--- src/rtl/core/ogt_pkg.sv ---
// Shared types and constants for the organized grid triangulator.
// No dependencies.
`timescale 1ns / 1ps
`default_nettype none
package ogt_pkg;

    localparam int IDX_W       = 20;   // corner index width
    localparam int FACE_W      = 21;   // face count width
    localparam int CFG_W       = 11;   // size register width
    localparam int DIM_W       = 13;   // clamped size, holds up to 8191
    localparam int APB_DATA_W  = 32;
    localparam int APB_ADDR_W  = 3;
    localparam int S_TDATA_W   = 8;
    localparam int M_TDATA_W   = 88;
    localparam int DIM_MIN     = 2;
    localparam int MAX_WIDTH_DEF  = 1024;
    localparam int MAX_HEIGHT_DEF = 1024;

    localparam logic [FACE_W-1:0] FACE_MAX     = 21'h1FFFFF;
    localparam logic [CFG_W-1:0]  WIDTH_RESET  = 11'd640;
    localparam logic [CFG_W-1:0]  HEIGHT_RESET = 11'd480;

    typedef enum logic {
        REG_FRAME_WIDTH  = 1'b0,
        REG_FRAME_HEIGHT = 1'b1
    } reg_idx_t;

    // effective frame size plus a restart pulse on any register write
    typedef struct packed {
        logic             restart;
        logic [DIM_W-1:0] eff_w;
        logic [DIM_W-1:0] eff_h;
    } cfg_t;

    // one triangle on its way out
    typedef struct packed {
        logic              last;
        logic [FACE_W-1:0] face_total;
        logic [IDX_W-1:0]  c;
        logic [IDX_W-1:0]  b;
        logic [IDX_W-1:0]  a;
    } tri_t;

endpackage
`default_nettype wire

--- src/rtl/core/ogt_obuf.sv ---
// Two-entry output buffer between the sequencer and the result stream.
// Depends on ogt_pkg.
`timescale 1ns / 1ps
`default_nettype none
module ogt_obuf (
    input  wire logic                           clk,
    input  wire logic                           rst_n,
    input  wire logic                           push,
    input  wire ogt_pkg::tri_t                  push_item,
    output logic                                push_ok,
    output logic                                m_tvalid,
    input  wire logic                           m_tready,
    output logic      [ogt_pkg::M_TDATA_W-1:0]  m_tdata,
    output logic                                m_tlast
);

    localparam int PAD_W = ogt_pkg::M_TDATA_W - ogt_pkg::FACE_W - 3 * ogt_pkg::IDX_W;

    ogt_pkg::tri_t buf_q [2];
    logic [1:0]    cnt_reg, cnt_next;
    logic          wr_ptr_reg;
    logic          rd_ptr_reg;
    logic          pop;
    ogt_pkg::tri_t head;

    assign push_ok  = (cnt_reg != 2'd2);
    assign m_tvalid = (cnt_reg != 2'd0);
    assign pop      = m_tvalid && m_tready;
    assign head     = buf_q[rd_ptr_reg];
    assign m_tdata  = {PAD_W'(0), head.face_total, head.c, head.b, head.a};
    assign m_tlast  = head.last;

    always_comb
    begin
        cnt_next = cnt_reg;
        case ({push, pop})
            2'b10:   cnt_next = cnt_reg + 2'd1;
            2'b01:   cnt_next = cnt_reg - 2'd1;
            default: cnt_next = cnt_reg;
        endcase
    end

    always_ff @(posedge clk or negedge rst_n)
    begin
        if (!rst_n)
        begin
            cnt_reg    <= '0;
            wr_ptr_reg <= 1'b0;
            rd_ptr_reg <= 1'b0;
        end
        else
        begin
            cnt_reg <= cnt_next;
            if (push)
                wr_ptr_reg <= ~wr_ptr_reg;
            if (pop)
                rd_ptr_reg <= ~rd_ptr_reg;
        end
    end

    always_ff @(posedge clk)
    begin
        if (push)
            buf_q[wr_ptr_reg] <= push_item;
    end

endmodule
`default_nettype wire

--- config.mk ---
export PLATFORM = sky130hd
export DESIGN_NAME = ogt_obuf
export DESIGN_NICKNAME = d
export VERILOG_FILES = /design/src/rtl/core/ogt_pkg.sv /design/src/rtl/core/ogt_obuf.sv
export SDC_FILE = /design/constraint.sdc
export NUM_CORES = 1
export LEC_CHECK = 0
export BUFFER_PORTS_ARGS = -buffer_cell sky130_fd_sc_hd__buf_2
export CAP_MARGIN = 40
export CORE_MARGIN = 2
export CORE_UTILIZATION = 52
export DETAILED_ROUTE_END_ITERATION = 12
export GPL_TIMING_DRIVEN = 1
export PLACE_DENSITY = 0.9
export SYNTH_ARGS = -nofsm -noshare
export SYNTH_HDL_FRONTEND = slang
export SYNTH_SLANG_ARGS = --single-unit
--- constraint.sdc ---
create_clock -name clk -period 4.71 [get_ports clk]
set_input_delay 1.1775 -clock clk [delete_from_list [all_inputs] [get_ports clk]]
set_output_delay 1.1775 -clock clk [all_outputs]
set_load 0.01 [all_outputs]
## After elaboration in Yosys (flattened, before gate mapping)

Memories as Yosys holds them, arrays and structs flattened.
Index checks and enable logic that the tools add are counted.

- Add/sub/neg operators: 2
- Equal/unequal tests: 3
- Muxes and demuxes: 3
- Bitwise logic cells: 2
- Reduce and logical (&&, ||, !) cells: 3

Operators by type and width:

| cell | number |
|---|---|
| one-hot mux 2 bit (2 select lines) | 1 |
| nonzero test 2 bit | 2 |
| adder 2 x 1 -> 2 bit (second input constant) | 1 |
| == test 2 x 1 -> 1 bit (second input constant) | 1 |
| == test 2 bit (second input constant) | 1 |
| 2-to-1 mux 1 bit | 2 |
| != test 2 bit (second input constant) | 1 |
| NOT 1 bit | 2 |
| subtractor 2 x 1 -> 2 bit (second input constant) | 1 |
| logical AND 1 bit | 1 |

- Bits in registers: 4
- Memory bits (writable): 164
- Input port bits: 86
- Output and inout bits: 91
- Word-level logic and storage cells: 17
- Memories kept: 1

Memories:

| memory | words | width | read ports | clocked after Yosys merged registers in | write ports | RTL line | text |
|---|---|---|---|---|---|---|---|
| buf_q | 2 | 82 | 1 | 0 | 1 | ogt_obuf.sv:19 | `ogt_pkg::tri_t buf_q [2];` |

## Longest topological paths before layout

- Depth in word-level cells: 4
- Gate-level depth with buffers: 6
- Depth with buffers taken out: 6

## Worst setup path before layout

OpenSTA, ideal clock, no wires.

- Kind: input to register
- Start point: input push
- End point: memory buf_q[0][0] in the netlist's numbering (enable)
- Library setup time: 0.525 ns
- Arrival: 4.673 ns
- Required time: 4.185 ns
- Slack: -0.488 ns
- Stages: 2
- Cells stage by stage: inv_1 nor2_1

- Cells in the longest elaborated chain, start to end: 2

Ends and longest elaborated chain:

| item | RTL line | text |
|---|---|---|
| start, declared | ogt_obuf.sv:8 | `input wire logic push,` |
| 2-to-1 mux 1 bit | ogt_obuf.sv:63 | `if (push)` |
| 2-to-1 mux 1 bit (implied by the code) | ogt_obuf.sv:64 | `buf_q[wr_ptr_reg] <= push_item;` |
| end, declared | ogt_obuf.sv:19 |  |

Every way passes these cells.

## Worst setup path after layout

- Start point: register rd_ptr_reg
- End point: output m_tdata[70] in the netlist's numbering

- Cells in the longest elaborated chain, start to end: 1

Ends and longest elaborated chain:

| item | RTL line | text |
|---|---|---|
| start, declared | ogt_obuf.sv:22 | `logic rd_ptr_reg;` |
| start signal, assigned | ogt_obuf.sv:57 | `rd_ptr_reg <= ~rd_ptr_reg;` |
| memory read (2 x 82 bit) | - |  |
| end, declared | ogt_obuf.sv:13 | `output logic [ogt_pkg::M_TDATA_W-1:0] m_tdata,` |

Every way passes these cells.

==> out/results.env <==
DRT_ITER0_DRC=211
FINAL_HOLD_VIOLATING_ENDPOINTS=0
REG2REG_DEPTH=2
POST_DRT_WL_PER_CELL_UM=16.8
CLOCK_TREE_FROM_TRITONCTS='done'
CP.REQUIRED_PS=3530
TIMING.HOLD.WORST.CLASS='reg -> reg'
RSZ0062_AT_GRT='false'
MOSTFREQUENTLAYOUTCELLS='169 x buf_2, 164 x edfxtp_1, 70 x mux2_4'
YOSYSSEQAREASHARE_PCT=77.1
DRIVE_GT1_SHARE_PCT=60.5
CRITPATHTOPFAMILY='flip-flops'
FINAL_AREA_SQ_UM=8040
ENDPOINT_KIND='output port'
CRITPATHMAXFANOUT=51
SETUP_SLACK_PS=1290
DESIGN.DIE.AREA_SQ_UM=13400
YOSYSUNIQUECELLTYPES=18
REGAREA_SQ_UM=5030
CTS_NUM_SINKS=168
VIAS_IN_THE_FIRST_GLOBAL_ROUTE=3228
CLK_PIN_SLEW_WORST_PATHS_PS=60
CRIT_PATH_MAX_INCR_DELAY_PS=810
VIAS_PER_CELL=4.87
NUMBER_OF_FLIP_FLOPS_IN_THE_LARGEST_REGISTER=164
CORE_SQ_UM=12100
CP.BUFFERS_INVERTERS=2
CELL_TYPE_WITH_THE_HIGHEST_AGGREGATE_AREA_IN_THE_NETLIST='edfxtp_1'
POST-ROUTE-PERIOD-UTIL_PCT=72.5
NUMCTSBUFFERS=17
GP_CONGESTION=0.687
CLOCK_TREE.ROOT_CELL='clkbuf_16'
DR.PASS1.ITERS=4
CRITICALPATHCATEGORY='reg -> out'
MIN_PERIOD_PS=3420
MAXIMUM_CLOCK_SKEW_AT_FINAL_LAYOUT_PS=7.37
N_ANTENNA_CELL=0
CRITICAL_PATH.CELL_CHAIN='buf_12 -> mux2_2 -> buf_2'
CLOCK_PATH_BUFFERS=2
RESULT_OF_THE_RUN='complete, no violations'
POWER_LEAKAGE_nW=3.25
ANTENNA_FOUND_INITIAL=0
MAX_SLEW.WORST_PIN.SLEW_PS=595
TNS_PS=0
SYN_AREA_SQ_UM=6520
PATH_DEPTH=3
SYNTHTOLAYOUTAREAGROWTH_PCT=23.3
CLOCK_LATENCY_LATE_SINK_PS=410
FINALMAXSLEWVIOLATIONS=0
FMAX_MHz=293
DETAILEDPLACE.WORSTSLACK_PS=1740
FINAL_SETUP_VIOLATION_COUNT=0
SETUP.REG_TO_REG.WORST_SLACK_PS=3070
LAYOUT.FILLER_CELLS=849
GLOBAL_ROUTE.OVERFLOW_TOTAL=0
MAX_CAP_VIOL_COUNT=0
SYNTH_TOP_CELL_AREA_SHARE_PCT=75.5
POST-CTS-SETUP-BUFFERS=0
GRTUSAGETOTAL_PCT=16.6
HOLD_FIX_BUFFER_COUNT_AFTER_CTS=0
CTS_REPAIR_RESIZE_COUNT=0
IO_BUFFERS=169
DP_HPWL_UM=7290
TIMING.CRITICAL_PATH.FROM_TYPE='flop'
WORST_EP_ARRIVAL_TIME_PS=2240
SYNTH_WARNINGS=0
FINAL_COMMON_CELL='buf_2'
DPL_CELL_AREA_SQ_UM=7500
YS_FF_LATCH=168
MULTI_INPUT_COMB_AREA_SQ_UM=1310
SYNTHESIS.AREA_PER_INSTANCE_SQ_UM=23.3
IOS=177
DRC=0
INITIAL_CORE_UTIL_PCT=53.8
POSTSYNTHCELLCOUNT=280
DIE_W_UM=116
ROUTE.ANTENNA.REMAINING_NETS=0
MAX_SLEW_MARGIN_PCT=60.3
POWER-PER-CELL-AREA_nW_PER_UM2=604
IRDROPWORSTVDD_mV=0.393
GRT_START_MAX_NET_PINS=52
PLACEMENT_ROWS=40
HOLD_DEPTH=1
DIE_H_UM=116
FINALNETCOUNT=549
GRT_PASS1_WL_UM=16100
DR_TOTAL_VIAS=3119
WL_UM=10800
CRIT_PATH_TOP_DELAY_CELL='dfrtp_4'
CTS_HTREE_LEVELS=4
POST-LAYOUT-TOTAL-POWER_mW=4.85
SYNTH.AREA.TOP_CELLS='edfxtp_1 76%, mux2_4 16%, buf_12 2.1%, mux2_2 2.1%, dfrtp_1 1.5%'
## final timing paths
path                                        start                endpoint
max                        rd_ptr_reg$_DFFE_PN0P_             m_tdata[70]
min                        cnt_reg[1]$_DFFE_PN0P_  cnt_reg[1]$_DFFE_PN0P_
max reg2reg                wr_ptr_reg$_DFFE_PN0P_  buf_q[1][50]$_DFFE_PP_
min reg2reg                cnt_reg[1]$_DFFE_PN0P_  cnt_reg[1]$_DFFE_PN0P_
max in group asynchronous                   rst_n  rd_ptr_reg$_DFFE_PN0P_
min in group asynchronous                   rst_n  rd_ptr_reg$_DFFE_PN0P_
## routing by layer
layer  track usage [%]  routed length (um)  vias up
li1                  -                   -     1444
met1              18.3                4070     1541
met5                 0                   0        -
met3              7.53                 815       11
met4              4.84                 123        0
met2              28.9                5790      123
## cell type report
type | count | share of cell area [%]
sequential | 168 | 62.6
multi-input combinational | 101 | 16.3
timing repair buffer | 173 | 11.7
clock buffer | 17 | 5.29
tap | 168 | 2.62
clock inverter | 13 | 1.42
inverter | 1 | 0.0467
## kinds of logic (layout without fill, tap and decap cells)
family	after synthesis	in the layout	share of synthesized area, %
mux	82	82	18.2
xor+xnor	5	5	0.672
other cells	1	7	0.0575
simple gates	6	6	0.538
flops	168	168	77.1
fa+ha+maj	1	1	0.192
buf+inv	17	204	3.26
## power breakdown
group          switching (mW)  leakage, nW  internal (mW)
Clock                   0.508        0.270          0.760
Combinational           0.666         1.40          0.779
Sequential              0.152         1.58           1.99
## per-stage QoR
stage / std cells / utilization (%) / hold slack [ps]
2_1_floorplan: 286 / - / 456
3_3_place_gp: 609 / 61.4 / 472
3_5_place_dp: 611 / 61.9 / 497
4_1_cts: 641 / 66.4 / 508
5_1_grt: 641 / 66.4 / 527
6_report: 641 / 66.4 / 504
## cell usage after synthesis
| master | number |
|---|---|
| and2_1 | 1 |
| and2_4 | 1 |
| buf_12 | 7 |
| buf_2 | 1 |
| buf_4 | 7 |
| buf_6 | 1 |
| conb_1 | 1 |
| dfrtp_1 | 4 |
| edfxtp_1 | 164 |
| ha_1 | 1 |
| inv_1 | 1 |
| mux2_2 | 12 |
| mux2_4 | 70 |
| nand2b_1 | 1 |
| nor2_1 | 2 |
| or2_1 | 1 |
| xnor2_1 | 2 |
| xor2_1 | 3 |
(Power assumes the default switching activity.)
