`config.mk`:
```
export PLATFORM = sky130hd
export DESIGN_NAME = ogt_regs
export DESIGN_NICKNAME = d
export VERILOG_FILES = /design/src/rtl/core/ogt_pkg.sv /design/src/rtl/core/ogt_regs.sv
export SDC_FILE = /design/constraint.sdc
export NUM_CORES = 1
export LEC_CHECK = 0
export CORE_MARGIN = 2
export CORE_UTILIZATION = 40
export CTS_BUF_LIST = sky130_fd_sc_hd__clkbuf_16
export CTS_CLUSTER_SIZE = 30
export DETAILED_ROUTE_END_ITERATION = 10
export DONT_BUFFER_PORTS = 1
export GPL_TIMING_DRIVEN = 0
export PLACE_DENSITY = 0.57
export SKIP_CTS_REPAIR_TIMING = 1
export SLEW_MARGIN = 20
export SYNTH_ARGS = -nofsm -noshare
export SYNTH_HDL_FRONTEND = slang
export SYNTH_SLANG_ARGS = --single-unit
```
`constraint.sdc`:
```
create_clock -name clk -period 2.5 [get_ports clk]
set_input_delay 0.5 -clock clk [delete_from_list [all_inputs] [get_ports clk]]
set_output_delay 0.5 -clock clk [all_outputs]
set_load 0.02 [all_outputs]
```
`src/rtl/core/ogt_pkg.sv`:
```
// Shared types and constants for the organized grid triangulator.
// No dependencies.
`timescale 1ns / 1ps
`default_nettype none
package ogt_pkg;

    localparam int IDX_W       = 20;   // corner index width
    localparam int FACE_W      = 21;   // face count width
    localparam int CFG_W       = 11;   // size register width
    localparam int DIM_W       = 13;   // clamped size, holds up to 8191
    localparam int APB_DATA_W  = 32;
    localparam int APB_ADDR_W  = 3;
    localparam int S_TDATA_W   = 8;
    localparam int M_TDATA_W   = 88;
    localparam int DIM_MIN     = 2;
    localparam int MAX_WIDTH_DEF  = 1024;
    localparam int MAX_HEIGHT_DEF = 1024;

    localparam logic [FACE_W-1:0] FACE_MAX     = 21'h1FFFFF;
    localparam logic [CFG_W-1:0]  WIDTH_RESET  = 11'd640;
    localparam logic [CFG_W-1:0]  HEIGHT_RESET = 11'd480;

    typedef enum logic {
        REG_FRAME_WIDTH  = 1'b0,
        REG_FRAME_HEIGHT = 1'b1
    } reg_idx_t;

    // effective frame size plus a restart pulse on any register write
    typedef struct packed {
        logic             restart;
        logic [DIM_W-1:0] eff_w;
        logic [DIM_W-1:0] eff_h;
    } cfg_t;

    // one triangle on its way out
    typedef struct packed {
        logic              last;
        logic [FACE_W-1:0] face_total;
        logic [IDX_W-1:0]  c;
        logic [IDX_W-1:0]  b;
        logic [IDX_W-1:0]  a;
    } tri_t;

endpackage
`default_nettype wire

```
`src/rtl/core/ogt_regs.sv`:
```
// APB register file: frame width and height, clamped to the supported range.
// Depends on ogt_pkg.
`timescale 1ns / 1ps
`default_nettype none
module ogt_regs #(
    parameter int MAX_WIDTH  = ogt_pkg::MAX_WIDTH_DEF,
    parameter int MAX_HEIGHT = ogt_pkg::MAX_HEIGHT_DEF
) (
    input  wire logic                            clk,
    input  wire logic                            rst_n,
    input  wire logic                            psel,
    input  wire logic                            penable,
    input  wire logic                            pwrite,
    input  wire logic [ogt_pkg::APB_ADDR_W-1:0]  paddr,
    input  wire logic [ogt_pkg::APB_DATA_W-1:0]  pwdata,
    output logic      [ogt_pkg::APB_DATA_W-1:0]  prdata,
    output logic                                 pready,
    output ogt_pkg::cfg_t                        cfg
);

    logic [ogt_pkg::CFG_W-1:0] width_reg;
    logic [ogt_pkg::CFG_W-1:0] height_reg;
    logic                      wr;
    ogt_pkg::reg_idx_t         idx;
    logic [ogt_pkg::DIM_W-1:0] w_ext;
    logic [ogt_pkg::DIM_W-1:0] h_ext;

    assign pready = 1'b1;
    assign wr     = psel && penable && pwrite;
    // word index; the byte offset bits are not decoded
    assign idx    = ogt_pkg::reg_idx_t'(paddr[2]);

    always_ff @(posedge clk or negedge rst_n)
    begin
        if (!rst_n)
        begin
            width_reg  <= ogt_pkg::WIDTH_RESET;
            height_reg <= ogt_pkg::HEIGHT_RESET;
        end
        else if (wr)
        begin
            unique case (idx)
                ogt_pkg::REG_FRAME_WIDTH:  width_reg  <= pwdata[ogt_pkg::CFG_W-1:0];
                ogt_pkg::REG_FRAME_HEIGHT: height_reg <= pwdata[ogt_pkg::CFG_W-1:0];
                default:                   ;
            endcase
        end
    end

    always_comb
    begin
        unique case (idx)
            ogt_pkg::REG_FRAME_WIDTH:  prdata = ogt_pkg::APB_DATA_W'(width_reg);
            ogt_pkg::REG_FRAME_HEIGHT: prdata = ogt_pkg::APB_DATA_W'(height_reg);
            default:                   prdata = '0;
        endcase
    end

    assign w_ext = ogt_pkg::DIM_W'(width_reg);
    assign h_ext = ogt_pkg::DIM_W'(height_reg);

    always_comb
    begin
        cfg.restart = wr;
        if (w_ext < ogt_pkg::DIM_W'(ogt_pkg::DIM_MIN))
            cfg.eff_w = ogt_pkg::DIM_W'(ogt_pkg::DIM_MIN);
        else if (w_ext > ogt_pkg::DIM_W'(MAX_WIDTH))
            cfg.eff_w = ogt_pkg::DIM_W'(MAX_WIDTH);
        else
            cfg.eff_w = w_ext;
        if (h_ext < ogt_pkg::DIM_W'(ogt_pkg::DIM_MIN))
            cfg.eff_h = ogt_pkg::DIM_W'(ogt_pkg::DIM_MIN);
        else if (h_ext > ogt_pkg::DIM_W'(MAX_HEIGHT))
            cfg.eff_h = ogt_pkg::DIM_W'(MAX_HEIGHT);
        else
            cfg.eff_h = h_ext;
    end

endmodule
`default_nettype wire

```
== Word-level counts from Yosys, hierarchy flattened ==
Index checks and enable logic that the tools add are counted.

* Magnitude comparators: 4
* Multiplexer cells: 5
* Bitwise logic cells: 1
* Reduce and logical (&&, ||, !) cells: 4

{| class="wikitable"
|+ Operators by type and width
! operator !! count
|-
| $pmux 32 s2 || 1
|-
| $mux 11 || 4
|-
| $gt 11x11->1 const B || 2
|-
| $lt 11x2->1 const B || 2
|-
| $reduce_and 2->1 || 2
|-
| $logic_and 1x1->1 || 2
|-
| $not 1->1 || 1
|}

* Flip-flop bits (word level): 22
* Input bits: 40
* Output and inout bits: 60
* Logic and storage cells: 16

== Longest topological paths before layout ==
Gate-level depths: netlist (run 1).

* Depth in word-level cells: 3
* Depth in mapped cells: 4
* Mapped depth without buffers: 3

== Least setup slack after synthesis (run 1) ==
OpenSTA, ideal clock, no wires.

* Kind: register to output
* Start point: register width_reg[10] in the netlist's numbering
* End point: output prdata[10] in the netlist's numbering
* Data arrival time: 1.174 ns
* Data required time: 2.000 ns
* Slack: 0.826 ns
* Stages on the path, launching flop included: 4
* Buffers on the path: 1
* Cell sequence: dfrtp_1 buf_1 inv_1 o21ai_0

* Word-level cells in the longest chain between the ends: 1

{| class="wikitable"
|+ Ends and longest elaborated chain
! element !! line !! RTL
|-
| start, declared || ogt_regs.sv:21 || <nowiki>logic [ogt_pkg::CFG_W-1:0] width_reg;</nowiki>
|-
| start signal, assigned || ogt_regs.sv:37 || <nowiki>width_reg <= ogt_pkg::WIDTH_RESET;</nowiki>
|-
| start signal, assigned || ogt_regs.sv:43 || <nowiki>ogt_pkg::REG_FRAME_WIDTH: width_reg <= pwdata[ogt_pkg::CFG_W-1:0];</nowiki>
|-
| $pmux 32 s2 || ogt_regs.sv:52 || <nowiki>unique case (idx)</nowiki>
|-
| end, declared || ogt_regs.sv:16 || <nowiki>output logic [ogt_pkg::APB_DATA_W-1:0] prdata,</nowiki>
|}

No other way between the ends. The select of a mux whose other input is x is not followed.

== Worst setup path after layout (run 1) ==
Ends and elaborated chain as after synthesis.

==> results of run 1 <==
[metal layers]
metal  vias to the layer above  part of all wire, %  wire length [um]
met1                       427                   42              1230
met2                        45                   51              1470
li1                        420                    -                 -
met4                         0                  1.1                33
met5                         -                    0                 0
met3                         4                  6.0               174
[cells by family after synthesis]
family / Yosys count
mux: 32
other cells: 2
buf+inv: 36
compound gates: 4
flops: 22
simple gates: 29
[cells in the mapped netlist]
master / n
a21oi_1: 2
and3_4: 1
and3b_1: 1
buf_1: 2
buf_2: 1
buf_4: 27
buf_6: 2
clkbuf_1: 2
conb_1: 2
dfrtp_1: 16
dfstp_2: 6
inv_1: 2
mux2_2: 12
mux2_4: 20
nand2_1: 2
nand2_4: 1
nand2b_4: 1
nand3_1: 1
nor2_1: 2
nor2b_1: 16
nor3_1: 1
nor4_1: 3
o211a_1: 1
o21ai_0: 1
[path summary, 6_finish.rpt]
check / endpoint / from
worst max-delay path: prdata[10] / width_reg[10]$_DFFE_PN0P_
worst min-delay path: height_reg[5]$_DFFE_PN1P_ / rst_n
worst max register to register: height_reg[10]$_DFFE_PN0P_ / height_reg[10]$_DFFE_PN0P_
worst min register to register: height_reg[0]$_DFFE_PN0P_ / height_reg[0]$_DFFE_PN0P_
max in group asynchronous: height_reg[1]$_DFFE_PN0P_ / rst_n
min in group clk: height_reg[7]$_DFFE_PN1P_ / pwdata[7]
[per-stage QoR]
step / cell area (um^2) / hold slack (ns) / setup WS (ns) / cells
floorplan: 1560 / 0.204 / 0.826 / 149
global placement: 1620 / 0.205 / 0.557 / 197
detailed placement: 1620 / 0.205 / 0.521 / 197
CTS: 1720 / -0.0661 / 0.249 / 201
global route: 1730 / 0.0767 / 0.146 / 202
finish: 1730 / 0.0841 / 0.300 / 202
[critical path, cell delays in order (launching register included)]
cell and delay [ns]:
dfrtp_1 0.37, buf_1 0.41, inv_1 0.11, o21ai_0 0.56
[power by group through the flow]
stage          Combinational, uW  Clock (uW)  Sequential [uW]
6_report                     530         440              532
4_1_cts                      530         447              533
3_5_place_dp                 529           0              538
5_1_grt                      566         463              545
3_3_place_gp                 525           0              532
2_1_floorplan                485           0              508
[area by class of cell]
| type | count | area, um^2 |
|---|---|---|
| Timing Repair Buffer | 1 | 10.0 |
| Fill cell | 340 | 1870 |
| Inverter | 2 | 7.51 |
| Clock buffer | 3 | 75.1 |
| Sequential cell | 22 | 558 |
| Buffer | 34 | 245 |
| Clock inverter | 1 | 30.0 |
| Tap cell | 48 | 60.1 |
| Multi-Input combinational cell | 91 | 747 |
==> results.yml, run 1 <==
status:
  status: "complete, no violations"
synth:
  ys_seq_area_share_pct: 38.0
  yosys.cell_types.count: 24
  yosys_warnings: 0
  synth-seq-cells: 22
  synth_top_family_by_area: "multiplexers"
  synth_fa_ha_area_share_pct: 0
  yosys.area.top_type: "dfrtp_1"
  synthTopCellsByArea: "dfrtp_1 (27%), mux2_4 (20%), buf_4 (14%)"
  muxShareOfSynthArea_pct: 29.7
  synth_xor_area_share_pct: 0
  synth_top_area_share_pct: 27.3
  synth_cells: 125
  syn_avg_cell_area_um2: 11.7
  yosys.area_share.simple_pct: 12.9
  netlist_area_um2: 1470
  synth-compound-area-share_pct: 1.71
cells_and_area:
  layout_commonest_cell: "buf_4"
  area_delta_synth_final_pct: 18.1
  drive_gt1_share_pct: 48.7
  antenna_cells: 0
  final_cell_mix: "buf_4 (27), conb_1 (26), mux2_4 (20)"
  fin_util_pct: 48.1
  nets: 195
cts:
  clockRootBuffer: "clkbuf_16"
  cts-buffers-inserted: 3
  htreeDepth: 1
  cts_tree: "done"
  cts_sinks: 22
  clock_latency_ns: 0.25
  cts_buffer_depth: 2
  clk_pin_slew_ns: 0.06
setup_path:
  cp_max_fo: 10
  worstPathArrival_ns: 1.70
  crit_required_ns: 2.00
  r2r_slack_ns: 1.39
  cp-start-kind: "flip-flop"
  end_kind: "output pin"
  path_class: "flip-flop to output pin"
  r2r_cells: 2
power_and_ir_drop:
  power.total_uw: 1500
  leakagePower_uw: 0.000896
  power_switching_share_pct: 34.4
  vdd_drop_max_uv: 361
  p_comb_share_pct: 35.3
  clkPwrFrac_pct: 29.3
  power.internal_uw: 985
  seq_power_share_pct: 35.4
  switching_power_uw: 517
  p_per_area_nw_per_um2: 866
sta:
  final_max_slew_viol_count: 0
  setup_viol: 0
  fin_skew_ns: 0
  relSlewSlack_pct: 50.3
  hold_viol: 0
  period_minus_slack_ns: 2.20
  fin_crit_sh_pct: 88.0
  rsz0062_at_grt: "no"
  tightest_slew_ns: 0.743
  fin_setup_tns_ns: 0
  clock.fmax_mhz: 455
global_routing:
  top_usage_layer: "met2"
  overflow: 0
  use_met3_pct: 2.43
  grt_util_met2_pct: 25.5
  grt_use_met1_pct: 17.5
  antenna_found_initial: 0
  grt_max_degree: 23
  grt_pass1_wl_mm: 4.51
  track_usage_pct: 14.3
  grt_pass1_vias: 882
drt:
  ant_nets: 0
  routed_via_density: 4.44
  routedWlPerCell_um: 14.4
  first_iter_violations: 5
  drcViolationCount: 0
  num_vias: 896
  wirelength_mm: 2.91
  drtPass1Iterations: 4
placed_design:
  place_congestion: 0.741
  place_hpwl_mm: 2.24
  portBuffers: 0
floorplanning:
  die_y_um: 64.6
  coreArea_um2: 3610
  start_util_pct: 40.7
  row_count: 22
  die_w_um: 64.6
  ios: 100
  dieArea_um2: 4170
flow_run:
  drv_cap: 0
hold_path:
  hold_path.class: "primary input to asynchronous set/reset pin"
No activity file was read; power rests on OpenSTA's default activity.
==> run 2, diff against run 1 <==
--- a/config.mk
+++ b/config.mk
@@ -13,6 +13,7 @@
 export DONT_BUFFER_PORTS = 1
 export GPL_TIMING_DRIVEN = 0
 export PLACE_DENSITY = 0.57
+export REMOVE_ABC_BUFFERS = 1
 export SKIP_CTS_REPAIR_TIMING = 1
 export SLEW_MARGIN = 20
 export SYNTH_ARGS = -nofsm -noshare
==> results.yml, run 2 (same netlist as run 1, synthesis figures left out) <==
status:
  status: "complete, no violations"
sta:
  relSlewSlack_pct: 46.0
  final_max_slew_viol_count: 0
  hold_ws_ns: 0.0843
  fin_setup_tns_ns: 0
  tightest_slew_ns: 0.802
  period_minus_slack_ns: 2.24
  hold_viol: 0
  fin_crit_sh_pct: 89.4
  fin_skew_ns: 0
  rsz0062_at_grt: "no"
  clock.fmax_mhz: 447
  setup_viol: 0
cts:
  clock_latency_ns: 0.25
  clockRootBuffer: "clkbuf_16"
  cts_sinks: 22
  cts-buffers-inserted: 3
  htreeDepth: 1
  cts_buffer_depth: 2
  clk_pin_slew_ns: 0.06
  cts_tree: "done"
hold_path:
  hold_path.class: "primary input to asynchronous set/reset pin"
floorplanning:
  start_util_pct: 40.7
  die_y_um: 64.6
  coreArea_um2: 3610
  die_w_um: 64.6
  ios: 100
  row_count: 22
  dieArea_um2: 4170
cells_and_area:
  fillCellCount: 359
  layout_commonest_cell: "conb_1"
  area_delta_synth_final_pct: -0.426
  nets: 161
  drive_gt1_share_pct: 36.7
  final_cell_mix: "conb_1 (26), mux2_4 (20), nor2b_1 (16), dfrtp_1 (16), mux2_2 (12)"
  antenna_cells: 0
global_routing:
  overflow: 0
  grt_pass1_wl_mm: 4.30
  track_usage_pct: 14.0
  grt_pass1_vias: 792
  antenna_found_initial: 0
  grt_max_degree: 23
setup_path:
  cp_max_fo: 12
  crit_required_ns: 2.00
  path_class: "flip-flop to output pin"
  r2r_slack_ns: 1.42
  end_kind: "output pin"
  worstPathArrival_ns: 1.74
  cp-start-kind: "flip-flop"
drt:
  ant_nets: 0
  drcViolationCount: 0
  routed_via_density: 4.74
  num_vias: 797
  drtPass1Iterations: 3
  wirelength_mm: 2.80
  routedWlPerCell_um: 16.6
  first_iter_violations: 15
flow_run:
  drv_cap: 0
power_and_ir_drop:
  power.total_uw: 1350
  vdd_drop_max_uv: 291
  p_per_area_nw_per_um2: 922
  leakagePower_uw: 0.000721
placed_design:
  portBuffers: 0
  place_congestion: 0.731
  place_hpwl_mm: 2.07
## run 2: cell types whose count changed in the layout (fill, tap and decap cells not counted)
cell	before	now
buf_4	27	0
buf_1	2	0
buf_6	2	0
clkbuf_1	2	0
buf_2	1	0
bufinv_16	1	0
inv_1	2	3
## run 2: final cells by class
cell class | count | area, um^2 | area share (%)
repair buffers | 1 | 10.0 | 0.685
well taps | 48 | 60.1 | 4.11
flip-flops and latches | 22 | 558 | 38.2
inverters | 2 | 7.51 | 0.514
clock buffers | 3 | 75.1 | 5.14
clock inverters | 1 | 3.75 | 0.257
multi-input cells | 91 | 747 | 51.1
## run 2: per-stage QoR
step	setup WS (ns)	cells	utilization [%]	instance area [um^2]
after global routing	0.159	168	40.5	1460
after detailed placement	0.553	163	38.1	1370
final	0.265	168	40.5	1460
after floorplan	0.833	115	-	1310
after global placement	0.632	163	38.1	1370
after CTS	0.274	167	40.2	1450
## run 2: routing by layer
metal,up-vias,part of all wire (%),track usage [%]
li1,352,-,-
met1,396,39,17.0
met2,42,51,22.5
met3,7,7.0,3.30
met4,0,2.9,8.24
met5,-,0,0
## run 2: critical path: stages (launching register included)
cell,delay (ns)
dfrtp_1,0.70
inv_1,0.12
o21ai_0,0.66
## run 2: power by group
group / switching [uW] / internal, uW
Clock: 121 / 213
Combinational: 271 / 180
Sequential: 111 / 452
## run 2: final timing paths
check | cells past startpoint | from | end
max | 2 | width_reg[10]$_DFFE_PN0P_ | prdata[10]
min | 0 | rst_n | height_reg[5]$_DFFE_PN1P_
max reg2reg | 1 | height_reg[10]$_DFFE_PN0P_ | height_reg[10]$_DFFE_PN0P_
min reg2reg | 1 | width_reg[5]$_DFFE_PN0P_ | width_reg[5]$_DFFE_PN0P_
max in group asynchronous | 1 | rst_n | height_reg[9]$_DFFE_PN0P_
min in group clk | 1 | pwdata[2] | width_reg[2]$_DFFE_PN0P_
==> run 3, diff against run 2 <==
--- a/config.mk
+++ b/config.mk
@@ -5,7 +5,6 @@
 export SDC_FILE = /design/constraint.sdc
 export NUM_CORES = 1
 export LEC_CHECK = 0
-export CORE_MARGIN = 2
 export CORE_UTILIZATION = 40
 export CTS_BUF_LIST = sky130_fd_sc_hd__clkbuf_16
 export CTS_CLUSTER_SIZE = 30
==> results.yml, run 3 (same netlist as run 1, synthesis figures left out) <==
sta:
  tightest_slew_ns: 0.735
  fin_skew_ns: 0
  rsz0062_at_grt: "no"
  fin_setup_tns_ns: 0
  setup_slack_ns: 0.356
  hold_viol: 0
  period_minus_slack_ns: 2.14
  relSlewSlack_pct: 50.8
  clock.fmax_mhz: 466
  fin_crit_sh_pct: 85.8
  setup_viol: 0
  final_max_slew_viol_count: 0
drt:
  drcViolationCount: 0
  ant_nets: 0
  first_iter_violations: 10
  drtPass1Iterations: 2
  routed_via_density: 4.76
  num_vias: 790
  wirelength_mm: 2.87
  routedWlPerCell_um: 17.3
floorplanning:
  die_y_um: 62.6
  dieArea_um2: 3920
  row_count: 21
  die_w_um: 62.6
  start_util_pct: 43.0
  ios: 100
  coreArea_um2: 3420
global_routing:
  grt_pass1_vias: 850
  track_usage_pct: 15.1
  overflow: 0
  grt_pass1_wl_mm: 4.44
  antenna_found_initial: 0
  grt_max_degree: 23
placed_design:
  place_area_um2: 1370
  portBuffers: 0
  place_hpwl_mm: 2.08
  place_congestion: 0.738
  pre_cts_ws_ns: 0.626
setup_path:
  crit_required_ns: 2.00
  cp-start-kind: "flip-flop"
  r2r_cells: 1
  path_class: "flip-flop to output pin"
  reg2reg_to: "width_reg[10]$_DFFE_PN0P_"
  worstPathArrival_ns: 1.64
  r2r_slack_ns: 1.41
  end_kind: "output pin"
  reg2reg_from: "width_reg[10]$_DFFE_PN0P_"
  cp_max_fo: 12
power_and_ir_drop:
  p_per_area_nw_per_um2: 923
  vdd_drop_max_uv: 513
  leakagePower_uw: 0.000717
cells_and_area:
  final_cell_mix: "conb_1 (26), mux2_4 (20), nor2b_1 (16), dfrtp_1 (16), mux2_2 (12)"
  fin_util_pct: 42.7
  final_cell_area_um2: 1460
  drive_gt1_share_pct: 36.7
  area_delta_synth_final_pct: -0.597
  layout_commonest_cell: "conb_1"
  fillCellCount: 339
  nets: 161
  antenna_cells: 0
hold_path:
  hold_path.class: "primary input to asynchronous set/reset pin"
cts:
  clock_latency_ns: 0.25
  htreeDepth: 1
  cts_buffer_depth: 2
  cts_tree: "done"
  clk_pin_slew_ns: 0.06
  cts-buffers-inserted: 3
  cts_sinks: 22
  clockRootBuffer: "clkbuf_16"
flow_run:
  drv_cap: 0
status:
  status: "complete, no violations"
[run 3: cell types whose count changed in the layout (fill, tap and decap cells not counted), sizes merged]
cell    previous run  this run
clkinv             0         1
inv                3         2
[run 3: critical path: stages (launching register included)]
cell,delay (ns)
dfrtp_1,0.72
inv_1,0.12
o21ai_0,0.55
[run 3: cell type report]
type                            instances  area [um^2]  share of cell area [%]
Multi-Input combinational cell         91          747                    51.2
Sequential cell                        22          558                    38.3
Clock buffer                            3         75.1                    5.15
Tap cell                               46         57.6                    3.95
Timing Repair Buffer                    1         10.0                   0.686
Inverter                                2         7.51                   0.515
Clock inverter                          1         3.75                   0.257
[run 3: through the flow]
step | hold slack, ns | total power (uW) | instances
global placement | 0.205 | 1010 | 161
finish | 0.0884 | 1350 | 166
detailed placement | 0.205 | 1020 | 161
floorplan | 0.204 | 948 | 115
CTS | -0.0650 | 1360 | 165
global route | 0.0745 | 1420 | 166
[run 3: power by group]
part / switching [uW] / internal [uW] / total [uW] / leakage, uW
sequential: 117 / 451 / 569 / 0.000255
clock: 117 / 213 / 330 / 0.0000385
combinational: 268 / 180 / 448 / 0.000423
total: 503 / 844 / 1350 / 0.000717
[run 3: routing by layer]
| layer | part of all wire [%] | wire length, um | track usage, % | up-vias |
|---|---|---|---|---|
| li1 | - | - | - | 352 |
| met1 | 44 | 1270 | 19.1 | 391 |
| met2 | 48 | 1380 | 24.7 | 45 |
| met3 | 7.8 | 225 | 5.47 | 2 |
| met4 | 0.28 | 8 | 2.62 | 0 |
| met5 | 0 | 0 | 0 | - |
[run 3: worst max-delay path by stage]
stage	slack, ns	from	to
after detailed placement	0.63	width_reg[10]$_DFFE_PN0P_	prdata[10]
final	0.36	width_reg[10]$_DFFE_PN0P_	prdata[10]
after global routing	0.26	width_reg[10]$_DFFE_PN0P_	prdata[10]
after global placement	0.65	width_reg[10]$_DFFE_PN0P_	prdata[10]
after CTS	0.35	width_reg[10]$_DFFE_PN0P_	prdata[10]
after floorplan	0.83	width_reg[10]$_DFFE_PN0P_	prdata[10]
