===== src/rtl/core/ogt_pkg.sv =====
// Shared types and constants for the organized grid triangulator.
// No dependencies.
`timescale 1ns / 1ps
`default_nettype none
package ogt_pkg;

    localparam int IDX_W       = 20;   // corner index width
    localparam int FACE_W      = 21;   // face count width
    localparam int CFG_W       = 11;   // size register width
    localparam int DIM_W       = 13;   // clamped size, holds up to 8191
    localparam int APB_DATA_W  = 32;
    localparam int APB_ADDR_W  = 3;
    localparam int S_TDATA_W   = 8;
    localparam int M_TDATA_W   = 88;
    localparam int DIM_MIN     = 2;
    localparam int MAX_WIDTH_DEF  = 1024;
    localparam int MAX_HEIGHT_DEF = 1024;

    localparam logic [FACE_W-1:0] FACE_MAX     = 21'h1FFFFF;
    localparam logic [CFG_W-1:0]  WIDTH_RESET  = 11'd640;
    localparam logic [CFG_W-1:0]  HEIGHT_RESET = 11'd480;

    typedef enum logic {
        REG_FRAME_WIDTH  = 1'b0,
        REG_FRAME_HEIGHT = 1'b1
    } reg_idx_t;

    // effective frame size plus a restart pulse on any register write
    typedef struct packed {
        logic             restart;
        logic [DIM_W-1:0] eff_w;
        logic [DIM_W-1:0] eff_h;
    } cfg_t;

    // one triangle on its way out
    typedef struct packed {
        logic              last;
        logic [FACE_W-1:0] face_total;
        logic [IDX_W-1:0]  c;
        logic [IDX_W-1:0]  b;
        logic [IDX_W-1:0]  a;
    } tri_t;

endpackage
`default_nettype wire


===== src/rtl/core/ogt_seq.sv =====
// Pixel sequencer: raster counters, column table read-modify-write, face pairs.
// Depends on ogt_pkg; drives ogt_table and ogt_obuf.
`timescale 1ns / 1ps
`default_nettype none
module ogt_seq #(
    parameter int MAX_WIDTH  = ogt_pkg::MAX_WIDTH_DEF,
    parameter int MAX_HEIGHT = ogt_pkg::MAX_HEIGHT_DEF,
    parameter int CW         = $clog2(MAX_WIDTH),
    parameter int RW         = $clog2(MAX_HEIGHT),
    parameter int EW         = CW + ogt_pkg::IDX_W + 2
) (
    input  wire logic          clk,
    input  wire logic          rst_n,
    input  wire ogt_pkg::cfg_t cfg,
    input  wire logic          in_valid,
    output logic               in_ready,
    input  wire logic          in_point,
    output logic               tbl_rd_en,
    output logic [CW-1:0]      tbl_rd_addr,
    input  wire logic [EW-1:0] tbl_rd_data,
    output logic               tbl_wr_en,
    output logic [CW-1:0]      tbl_wr_addr,
    output logic [EW-1:0]      tbl_wr_data,
    output logic               push,
    output ogt_pkg::tri_t      push_item,
    input  wire logic          push_ok
);

    typedef enum logic [1:0] {
        PH_IDLE,
        PH_ONE,
        PH_TWO
    } phase_t;

    localparam int IW = ogt_pkg::IDX_W;

    // control state
    phase_t                     phase_reg, phase_next;
    logic [CW-1:0]              col_reg, col_next;
    logic [RW-1:0]              row_reg, row_next;
    logic [IW-1:0]              rb_reg, rb_next;
    logic                       pend_ok_reg, pend_ok_next;
    logic [CW-1:0]              pend_col_reg, pend_col_next;
    logic                       tag_reg, tag_next;
    logic [ogt_pkg::FACE_W-1:0] fc_reg, fc_next;
    logic                       emit_s_reg, emit_s_next;

    // per-item payload
    logic [CW-1:0] u_s_reg;
    logic [IW-1:0] vb_s_reg;
    logic          v0_s_reg;
    logic          pv_s_reg;
    logic          pok_s_reg;
    logic [CW-1:0] pcol_s_reg;
    logic          tag_s_reg;
    logic          lastc_s_reg;
    logic          fend_s_reg;
    logic [IW-1:0] t2_a_reg;
    logic [IW-1:0] t2_b_reg;
    logic [IW-1:0] t2_c_reg;

    logic                       accept;
    logic                       p1_go;
    logic                       p2_go;
    logic                       emit;
    logic                       e_ok;
    logic [CW-1:0]              e_right;
    logic [IW-1:0]              e_base;
    logic                       e_tag;
    logic [IW-1:0]              tl;
    logic [IW-1:0]              tr;
    logic [IW-1:0]              bl;
    logic [IW-1:0]              br;
    logic [ogt_pkg::FACE_W-1:0] fc_inc;
    logic [CW:0]                col_p1;
    logic [RW:0]                row_p1;
    logic                       last_col;
    logic                       last_row;
    logic                       wa_en;
    logic [CW-1:0]              wa_addr;
    logic [EW-1:0]              wa_data;
    logic                       wb_en;
    logic [EW-1:0]              wb_data;

    assign e_ok    = tbl_rd_data[0];
    assign e_right = tbl_rd_data[CW:1];
    assign e_base  = tbl_rd_data[CW+IW:CW+1];
    assign e_tag   = tbl_rd_data[EW-1];

    assign emit  = pv_s_reg && !v0_s_reg && (e_tag == tag_s_reg) && e_ok;
    assign p1_go = (phase_reg == PH_ONE) && (!emit || push_ok);
    assign p2_go = (phase_reg == PH_TWO) && (!emit_s_reg || push_ok);

    assign in_ready = (phase_reg == PH_IDLE) || p2_go;
    assign accept   = in_valid && in_ready;

    assign tbl_rd_en   = accept;
    assign tbl_rd_addr = col_reg;

    // corner indices, kept modulo 2^20
    assign tl = IW'(e_base + IW'(u_s_reg));
    assign tr = IW'(e_base + IW'(e_right));
    assign bl = IW'(vb_s_reg + IW'(u_s_reg));
    assign br = IW'(vb_s_reg + IW'(e_right));

    assign fc_inc = (fc_reg == ogt_pkg::FACE_MAX) ? fc_reg
                                                  : ogt_pkg::FACE_W'(fc_reg + 1'b1);

    assign col_p1   = {1'b0, col_reg} + 1'b1;
    assign row_p1   = {1'b0, row_reg} + 1'b1;
    assign last_col = (col_p1 == (CW+1)'(cfg.eff_w));
    assign last_row = (row_p1 == (RW+1)'(cfg.eff_h));

    // slot A: link the previous valid pixel of the row to this one, or
    // close the row's open pixel when the row ends on an invalid one
    always_comb
    begin
        wa_addr = pcol_s_reg;
        if (pv_s_reg)
        begin
            wa_en   = pok_s_reg;
            wa_data = {tag_s_reg, vb_s_reg, u_s_reg, 1'b1};
        end
        else
        begin
            wa_en   = lastc_s_reg && pok_s_reg;
            wa_data = {tag_s_reg, vb_s_reg, CW'(0), 1'b0};
        end
    end

    // slot B: this column's own entry; a valid pixel ending the row has no
    // right neighbor, an invalid one in the top row marks the column empty
    always_comb
    begin
        if (pv_s_reg)
        begin
            wb_en   = lastc_s_reg;
            wb_data = {tag_s_reg, vb_s_reg, CW'(0), 1'b0};
        end
        else
        begin
            wb_en   = v0_s_reg;
            wb_data = {~tag_s_reg, vb_s_reg, CW'(0), 1'b0};
        end
    end

    always_comb
    begin
        tbl_wr_en   = 1'b0;
        tbl_wr_addr = wa_addr;
        tbl_wr_data = wa_data;
        push        = 1'b0;
        push_item   = '0;
        if (phase_reg == PH_ONE)
        begin
            tbl_wr_en            = p1_go && wa_en;
            push                 = p1_go && emit;
            push_item.a          = tl;
            push_item.b          = tr;
            push_item.c          = bl;
            push_item.face_total = fc_inc;
            push_item.last       = 1'b0;
        end
        else if (phase_reg == PH_TWO)
        begin
            tbl_wr_en            = p2_go && wb_en;
            tbl_wr_addr          = u_s_reg;
            tbl_wr_data          = wb_data;
            push                 = p2_go && emit_s_reg;
            push_item.a          = t2_a_reg;
            push_item.b          = t2_b_reg;
            push_item.c          = t2_c_reg;
            push_item.face_total = fc_inc;
            push_item.last       = 1'b1;
        end
    end

    always_comb
    begin
        phase_next    = phase_reg;
        col_next      = col_reg;
        row_next      = row_reg;
        rb_next       = rb_reg;
        pend_ok_next  = pend_ok_reg;
        pend_col_next = pend_col_reg;
        tag_next      = tag_reg;
        fc_next       = fc_reg;
        emit_s_next   = emit_s_reg;

        unique case (phase_reg)
            PH_IDLE:
            begin
                if (accept)
                    phase_next = PH_ONE;
            end
            PH_ONE:
            begin
                if (p1_go)
                begin
                    phase_next  = PH_TWO;
                    emit_s_next = emit;
                    if (emit)
                        fc_next = fc_inc;
                end
            end
            PH_TWO:
            begin
                if (p2_go)
                begin
                    phase_next = accept ? PH_ONE : PH_IDLE;
                    if (fend_s_reg)
                        fc_next = '0;
                    else if (emit_s_reg)
                        fc_next = fc_inc;
                end
            end
            default:
                phase_next = PH_IDLE;
        endcase

        if (accept)
        begin
            if (in_point)
            begin
                pend_ok_next  = 1'b1;
                pend_col_next = col_reg;
            end
            if (last_col)
            begin
                col_next     = '0;
                pend_ok_next = 1'b0;
                if (last_row)
                begin
                    row_next = '0;
                    rb_next  = '0;
                    tag_next = ~tag_reg;
                end
                else
                begin
                    row_next = RW'(row_p1);
                    rb_next  = IW'(rb_reg + IW'(cfg.eff_w));
                end
            end
            else
            begin
                col_next = CW'(col_p1);
            end
        end

        if (cfg.restart)
        begin
            col_next     = '0;
            row_next     = '0;
            rb_next      = '0;
            pend_ok_next = 1'b0;
            fc_next      = '0;
            tag_next     = ~tag_reg;
        end
    end

    always_ff @(posedge clk or negedge rst_n)
    begin
        if (!rst_n)
        begin
            phase_reg    <= PH_IDLE;
            col_reg      <= '0;
            row_reg      <= '0;
            rb_reg       <= '0;
            pend_ok_reg  <= 1'b0;
            pend_col_reg <= '0;
            tag_reg      <= 1'b0;
            fc_reg       <= '0;
            emit_s_reg   <= 1'b0;
        end
        else
        begin
            phase_reg    <= phase_next;
            col_reg      <= col_next;
            row_reg      <= row_next;
            rb_reg       <= rb_next;
            pend_ok_reg  <= pend_ok_next;
            pend_col_reg <= pend_col_next;
            tag_reg      <= tag_next;
            fc_reg       <= fc_next;
            emit_s_reg   <= emit_s_next;
        end
    end

    always_ff @(posedge clk)
    begin
        if (accept)
        begin
            u_s_reg     <= col_reg;
            vb_s_reg    <= rb_reg;
            v0_s_reg    <= (row_reg == '0);
            pv_s_reg    <= in_point;
            pok_s_reg   <= pend_ok_reg;
            pcol_s_reg  <= pend_col_reg;
            tag_s_reg   <= tag_reg;
            lastc_s_reg <= last_col;
            fend_s_reg  <= last_col && last_row;
        end
        if (p1_go)
        begin
            t2_a_reg <= br;
            t2_b_reg <= tr;
            t2_c_reg <= bl;
        end
    end

endmodule
`default_nettype wire


===== config.mk =====
export PLATFORM = sky130hd
export DESIGN_NAME = ogt_seq
export DESIGN_NICKNAME = d
export VERILOG_FILES = /design/src/rtl/core/ogt_pkg.sv /design/src/rtl/core/ogt_seq.sv
export SDC_FILE = /design/constraint.sdc
export NUM_CORES = 1
export LEC_CHECK = 0
export BUFFER_PORTS_ARGS = -buffer_cell sky130_fd_sc_hd__buf_2
export CAP_MARGIN = 10
export CORE_ASPECT_RATIO = 1.5
export CORE_UTILIZATION = 40
export CTS_CLUSTER_DIAMETER = 120
export DETAILED_ROUTE_END_ITERATION = 10
export GPL_TIMING_DRIVEN = 0
export PLACE_DENSITY = 0.68
export SLEW_MARGIN = 20
export SYNTH_ARGS = -nofsm -noshare
export SYNTH_HDL_FRONTEND = slang
export SYNTH_SLANG_ARGS = --single-unit

===== constraint.sdc =====
create_clock -name clk -period 5.3 [get_ports clk]
set_input_delay 0.795 -clock clk [delete_from_list [all_inputs] [get_ports clk]]
set_output_delay 0.795 -clock clk [all_outputs]
set_load 0.01 [all_outputs]

# == Word level (Yosys, flattened, before mapping) ==
# Cells that the tools add are included.
# totals
reg_bits,182
input_bits,64
output_inout_bits,138
elab_cells,122
# op_classes
n_addsub,8
eq_ne,13
muxes,46
n_bitwise,2
reduce_logical,32
# ops
op,n
$mux W82,2
$mux W21,7
$mux W32,3
$mux W10,9
$add A20 B10 Y20,4
$mux W20,4
$pmux W21 S2,1
$add A10 B1 Y11 const B,2
$eq A11 B11 Y1,2
$add A21 B1 Y21 const B,1
$eq A21 B21 Y1 const B,1
$add A20 B13 Y20,1
$mux W1,15
$logic_and A1 B1 Y1,12
$mux W11,1
$logic_not A10 Y1,1
$ne A3 B3 Y1 const B,3
$reduce_and A2 Y1,4
$mux W2,3
$ne A2 B2 Y1 const B,3
$pmux W2 S3,1
$reduce_and A3 Y1,2
$reduce_bool A2 Y1,3
$reduce_bool A3 Y1,2
other kinds (9),14

# == Depth between registers and ports, before layout ==
# Gate-level depths: netlist of the first run.
# logic_depth
word_depth,10
mapped_depth,10

# == Least setup slack after synthesis of the first run ==
# Ideal clock, no wire load.
# synth_timing
path_type,in2out
start,input port tbl_rd_data[1]
end,output port push_item[32] in the netlist's numbering
arrival_ps,2835
required_time_ps,4505
slack_ps,1670
path_stages,9
cell_sequence,ha_1 -> fa_1 -> a21o_1 -> a21oi_1 -> o21bai_1 -> a221oi_1 -> nor2_1 -> xor2_1 -> a22o_1
# synth_lines
item,line_no,rtl
"start, declared",ogt_seq.sv:20,"input wire logic [EW-1:0] tbl_rd_data,"
"end, declared",ogt_seq.sv:25,"output ogt_pkg::tri_t push_item,"

==> summary.txt, run 1 <==
Clock network
  – Reg clk slew, reported paths: 0.08 ns
  – Clk_lat worst skew: 0.45 ns
  – CTS tree: built
  – Resized cells post-CTS: 0
  – Clock Root Buffer: clkbuf_16
  – Total clock buffers created by CTS: 17
  – CTS Hold Bufs: 0
  – Setup Fix Bufs, Post-CTS: 0
  – Clock sinks: about 180
  – H-Tree Depth: 4
  – Max clock buf depth: 2

Yosys
  – Flop and latch count out of synthesis: 182
  – Synth Instances: 1214
  – Distinct cell type count of the synthesized netlist: 69
  – Share of the synthesized area in the top cell type: between 20% and 30%
  – Sequential fraction of the synthesis area: 43.28%
  – Average cell area after synthesis: 9.677 µm²
  – Simple-gate share of the synthesized area: a little under a fifth
  – Main synth FF type: edfxtp_1
  – Adder-Cell Fraction of Synth Area: 6.923%
  – Asr flop ratio synth: 41.76%
  – Syn. warnings: 0
  – Cell taking the most area after synthesis: edfxtp_1
  – XOR/XNOR share of the synthesized area: 9.394%
  – EDFF count, synth: ~110
  – Largest family of logic cells by synthesized area: simple AND/OR/NAND/NOR gates
  – Synth top area cells: edfxtp_1, dfrtp_1, ha_1, xnor2_1, nand2_1
  – Mux cell area share after synthesis: roughly 1.6%
  – Synthesized area: roughly 0.012 mm²
  – Mapped Nets: between 1000 and 1500
  – Most frequent cell after synthesis: nand2_1
  – Compound-cell area share of the yosys netlist: ~17%
  – Most frequent cells after synthesis: nand2_1, edfxtp_1, dfrtp_1, nor2_1, o21ai_0

Setup path
  – Slowest cell on the critical path: edfxtp_1
  – Data required, critical path: 4.51 ns
  – FF-to-FF setup slack: 2.08 ns
  – CP cell instances: ha_1 -> fa_1 -> a21o_1 -> a21oi_1 -> o21ai_0 -> a21o_1 -> a21oi_1 -> clkbuf_1 -> xnor2_1 -> a22o_1 -> buf_2
  – Type of origin of the critical path: register
  – Buffers and inverters on the worst path: 2
  – CP Class: register to primary output
  – Crit-path max cell delay: 0.47 ns
  – Top delay family on crit path: compound AO/OA/AOI/OAI gates
  – WP data arrival: approximately 3.7 ns
  – CP max FO: 10
  – Endpoint class of the critical path: primary output

Die
  – Die width: 141.9 µm
  – Num rows: 76
  – Die area: 0.03007 mm²
  – Core box area: 0.02881 mm²
  – # IOs: 202
  – Starting density of the core: 40.77%
  – Die height: roughly 210 µm

Final layout
  – Area Overhead vs Synth: 17.77%
  – Final instance area: 0.01383 mm²
  – Final std cells w/o fill: 1836
  – NumNets Final: around 1600
  – Max FFs per register: 21
  – Layout cells sized above 1: 19.10%

Run
  – Max-cap violation count: 0

Status
  – Run status: finished clean

Detailed routing
  – Drt initial violations: 766
  – Post-DR wirelength/cell: 18.04 µm
  – Vias per Instance: approximately 5.6
  – Pre-antenna DRT Iters: 5
  – Via count: 10230
  – Post-Route WL: 33120 µm
  – Residual DRC: 0
  – Antenna Nets Post-Route: 0

Timing
  – # setup viols final: 0
  – Hold Vio Cnt, Final: 0
  – Unrepaired setup endpoints after global routing: false
  – Clock skew: 0.009969 ns
  – Post-route clock period utilization: 84.64%
  – Slew Viols, Final: 0
  – TNS Setup: 0 ns
  – Max-slew headroom: 44.47%
  – Worst slew pin tran: slightly above 0.8 ns
  – Fmax: 0.2229 GHz
  – Final min period: 4.486 ns

GRT
  – All-Layer GR Usage: 22.41%
  – Global-route wire length before repair: 51200 µm
  – Number of global-route vias before repair: 9724
  – Largest net degree at the start of global routing: 45
  – Antenna violations before repair: 1
  – Remaining Overflow, GRT: 0

Power
  – Leakage power: 6.035 nW
  – PD cells: 307.5 mW/mm²
  – Max IR drop VDD: 239.2 µV

Place
  – Port buffer count: approximately 200
  – Dpl hpwl: 25780 µm
  – DP Cell Count: 1803
  – DP Area: 0.01329 mm²
  – Gpl congestion: approximately 0.94

Worst hold path
  – HP Class: primary input to async pin
[stage by stage]
stage / hold slack, ns / util, % / total power, W / worst slack [ns]
final: 0.3128 / 48.02 / 0.004255 / 0.8139
after detailed placement: 0.4312 / 46.13 / 0.003071 / 1.107
after floorplan: 0.4194 / - / 0.002641 / 1.670
after CTS: 0.3201 / 48.01 / 0.004270 / 0.7733
after global placement: 0.4259 / 45.87 / 0.003034 / 0.2532
after global routing: 0.3372 / 48.02 / 0.004473 / 0.5787
[worst paths after layout]
check                                             from                           to  cells past startpoint
hold reg to reg            pend_col_reg[0]$_DFFE_PN0P_      pcol_s_reg[0]$_DFFE_PP_                      0
hold / removal                                   rst_n  pend_col_reg[1]$_DFFE_PN0P_                      1
setup reg to reg                 vb_s_reg[0]$_DFFE_PP_       t2_c_reg[12]$_DFFE_PP_                     10
min in group clk           pend_col_reg[0]$_DFFE_PN0P_      pcol_s_reg[0]$_DFFE_PP_                      0
max in group asynchronous                        rst_n       fc_reg[13]$_DFFE_PN0P_                      2
setup / recovery                 vb_s_reg[0]$_DFFE_PP_                push_item[50]                     11
[kinds of logic (layout without fill, tap and decap cells)]
kind of cell	count (synthesis)	after routing
simple gates	431	431
compound gates	301	301
flops	182	182
xor+xnor	126	126
buf+inv	94	325
fa+ha+maj	62	62
mux	18	18
other cells	0	1
[cell usage in the layout (no fill, tap or decap), drive strengths merged, types with 10 or more instances in the layout]
cell type / synthesis / layout
a21oi: 50 / 50
and4: 11 / 11
inv: 24 / 32
dfrtp: 76 / 76
xor2: 58 / 58
mux2: 10 / 10
a22oi: 11 / 11
ha: 57 / 57
edfxtp: 106 / 106
nand2: 140 / 140
nor2: 76 / 76
and3: 20 / 20
and2: 14 / 14
a21o: 22 / 22
clkbuf: 46 / 63
a22o: 37 / 37
o21ai: 72 / 72
xnor2: 68 / 68
nand2b: 21 / 21
or3: 11 / 11
nand4: 15 / 15
nand3: 50 / 50
buf: 23 / 222
nor3: 26 / 26
a31oi: 39 / 39
nor4: 10 / 10
[report_power, final]
part	internal, W	total (W)	leakage [nW]	switching, W
sequential	0.00171	0.00182	2.06	0.000113
clock	0.000609	0.00120	0.265	0.000595
combinational	0.000490	0.00123	3.71	0.000739
total	0.00281	0.00425	6.04	0.00145
[cell type report]
cell class,count,area [µm²]
fillers,2717,14980
multi-input cells,938,6265
flip-flops and latches,182,5085
repair buffers,199,1051
well taps,390,488.0
clock buffers,17,425.4
plain buffers,69,304.0
clock inverters,15,116.4
inverters,25,97.59
diodes,1,2.502
[layer usage]
layer	routed length [µm]	global-route usage, %	vias to the layer above
met2	16580	38.66	371
met5	0	0	-
met3	1792	3.483	92
met4	1693	12.90	0
li1	-	-	4929
met1	13060	26.31	4842
[worst register-to-register path, cell delays in order (launching register included)]
cell and delay, ns:
edfxtp_1 0.47, ha_1 0.27, fa_1 0.41, a21o_1 0.18, a21oi_1 0.29, o21ai_0 0.16, a21o_1 0.21, a21oi_1 0.30
clkbuf_1 0.41, nor2_1 0.11, xor2_1 0.16
No activity file was read; power rests on OpenSTA's default activity.
==> inputs of run 2 (changes only) <==
- PLACE_DENSITY: 0.68 -> 0.7
- clock period: 5.3 -> 3.95 ns (I/O delays scaled with it)
==> summary.txt, run 2 (synthesis results as in run 1) <==
Final layout
  – Most frequent cells in the layout: buf_2, nand2_1, edfxtp_1
  – Area Overhead vs Synth: 19.13%
  – Layout cells sized above 1: 19.75% (+0.65 points)
  – Fin util: 48.57% (+0.56 points)
  – Reg area: 0.005085 mm² (unchanged)
  – Fillers: 2742 (+0.92%)
  – Commonest non-fill, non-tap cell in the layout: buf_2
  – NumNets Final: 1561 (+0.19%)
  – Max FFs per register: 21 (unchanged)
  – Final std cells w/o fill: 1839 (+0.16%)
  – Footprint of the multi-input gates: 0.006316 mm² (+0.82%)

Detailed routing
  – Drt initial violations: 748 (-2.3%)
  – Residual DRC: 0 (unchanged)
  – Antenna Nets Post-Route: 0 (unchanged)
  – Uppermost layer routed: met4
  – Met2 wire len: 16420 µm (-0.99%)
  – Post-DR wirelength/cell: 18.04 µm (about the same)
  – Met3 wire length: 1942 µm (+8.4%)
  – Via count: 10300 (+0.61%)
  – Post-Route WL: 33170 µm (+0.14%)
  – Vias per Instance: 5.599 (+0.44%)
  – M1 WL: 13140 µm (+0.66%)
  – Pre-antenna DRT Iters: 5 (unchanged)

GRT
  – Antenna violations before repair: 1 (unchanged)
  – Global-route wire length before repair: 51190 µm (about the same)
  – Largest net degree at the start of global routing: 45 (unchanged)
  – Remaining Overflow, GRT: 0 (unchanged)
  – Number of global-route vias before repair: 9890 (+1.7%)
  – All-Layer GR Usage: 22.20% (-0.21 points)

Timing
  – Post-route clock period utilization: 96.32%
  – Unrepaired setup endpoints after global routing: false
  – Slew Viols, Final: 0 (unchanged)
  – Fmax: 0.2628 GHz
  – Max-slew headroom: 38.44% (-6.0 points)
  – Worst slew pin tran: 0.9201 ns (+0.09018 ns)
  – TNS Setup: 0 ns (unchanged)
  – Clock skew: 0.01657 ns (+0.006600 ns)
  – Hold Vio Cnt, Final: 0 (unchanged)
  – # setup viols final: 0 (unchanged)
  – Final min period: about 3.8 ns

Place
  – Dpl hpwl: 25690 µm (-0.35%)
  – Gpl congestion: 0.9531 (+1.9%)
  – Port buffer count: 196 (unchanged)
  – DP Cell Count: 1803 (unchanged)

Die
  – Die width: 141.9 µm (unchanged)
  – Num rows: 76 (unchanged)
  – Die height: 211.9 µm (unchanged)
  – Starting density of the core: 40.77% (unchanged)
  – # IOs: 202 (unchanged)
  – Die area: 0.03007 mm² (unchanged)
  – Core box area: 0.02881 mm² (unchanged)

Clock network
  – Clk_lat worst skew: 0.45 ns (about the same)
  – CTS tree: built
  – H-Tree Depth: 4 (unchanged)
  – Reg clk slew, reported paths: 0.07 ns (about the same)
  – Max clock buf depth: 2 (unchanged)
  – Total clock buffers created by CTS: 17 (unchanged)
  – Clock Root Buffer: clkbuf_16
  – Clock sinks: 182 (unchanged)

Setup path
  – Endpoint class of the critical path: primary output
  – Data required, critical path: 3.36 ns (-1.15 ns)
  – CP Class: register to primary output
  – Type of origin of the critical path: register
  – Worst reg2reg path depth: 9 (-1)
  – WP data arrival: 3.21 ns (-0.48 ns)
  – CP max FO: 10 (unchanged)
  – Worst r2r dst: t2_a_reg[12]$_DFFE_PP_
  – R2R Path Start: vb_s_reg[0]$_DFFE_PP_
  – FF-to-FF setup slack: 0.66 ns (-1.42 ns)

Worst hold path
  – HP Class: primary input to async pin

Run
  – Max-cap violation count: 0 (unchanged)

Power
  – PD cells: 423.2 mW/mm² (+38%)
  – Leakage power: 6.098 nW (+1.0%)
  – Max IR drop VDD: 319.6 µV (+34%)

Status
  – Run status: finished clean
[run 2: worst max-delay path, stage by stage (launching register included)]
cell and delay [ns]:
edfxtp_1 0.51, ha_1 0.34, a21o_1 0.17, a21o_1 0.20
a21oi_1 0.28, o21ai_1 0.16, a41oi_2 0.25, clkbuf_4 0.26
nor4_1 0.06, or3_1 0.36, buf_2 0.16
[run 2: layout make-up]
cell class	instances	area share [%]
multi-input cells	938	45.13
flip-flops and latches	182	36.33
repair buffers	202	7.671
well taps	390	3.487
clock buffers	21	3.362
plain buffers	69	2.253
clock inverters	11	1.046
inverters	25	0.6974
diodes	1	0.01788
[run 2: repair_timing]
item                       in CTS  in global routing
hold buffers                    0                  0
pin swaps                       0                  1
gates resized for setup         6                 12
setup buffers                   0                  3
setup endpoints to repair      11                 18
[run 2: how the worst max path moves through the flow]
stage / cells after the start / start / endpoint / slack, ns
2_1_floorplan: 7 / push_ok / pend_col_reg[0]$_DFFE_PN0P_ / 0.62
3_3_place_gp: 7 / phase_reg[1]$_DFFE_PN0P_ / tbl_wr_en / -0.83
3_5_place_dp: 11 / tbl_rd_data[11] / push_item[18] / 0.13
4_1_cts: 10 / u_s_reg[1]$_DFFE_PP_ / push_item[55] / 0.02
5_1_grt: 10 / vb_s_reg[1]$_DFFE_PP_ / push_item[55] / 0.01
6_report: 10 / vb_s_reg[1]$_DFFE_PP_ / push_item[55] / 0.15
[run 2: per-stage QoR]
stage                     hold WS (ns)  cell area, µm²  setup slack (ns)  power, W
after floorplan                 0.2969           11750            0.6242  0.003544
after CTS                       0.1240           13930           0.02286  0.005911
after global placement          0.4256           13220           -0.8286  0.004067
after global routing            0.1425           13990           0.01200  0.006190
after detailed placement        0.4299           13290            0.1336  0.004120
final                           0.1113           13990            0.1453  0.005923
[run 2: where the power goes]
part	internal [W]	total, W	switching (W)	leakage (nW)
Sequential	0.00229	0.00244	0.000147	2.06
Clock	0.00105	0.00180	0.000756	0.296
Combinational	0.000672	0.00168	0.00101	3.75
[run 2: routing by layer]
metal | vias up | GRT usage (%)
li1 | 4932 | -
met1 | 4897 | 25.25
met2 | 367 | 38.54
met3 | 100 | 4.230
met4 | 0 | 13.05
met5 | - | 0
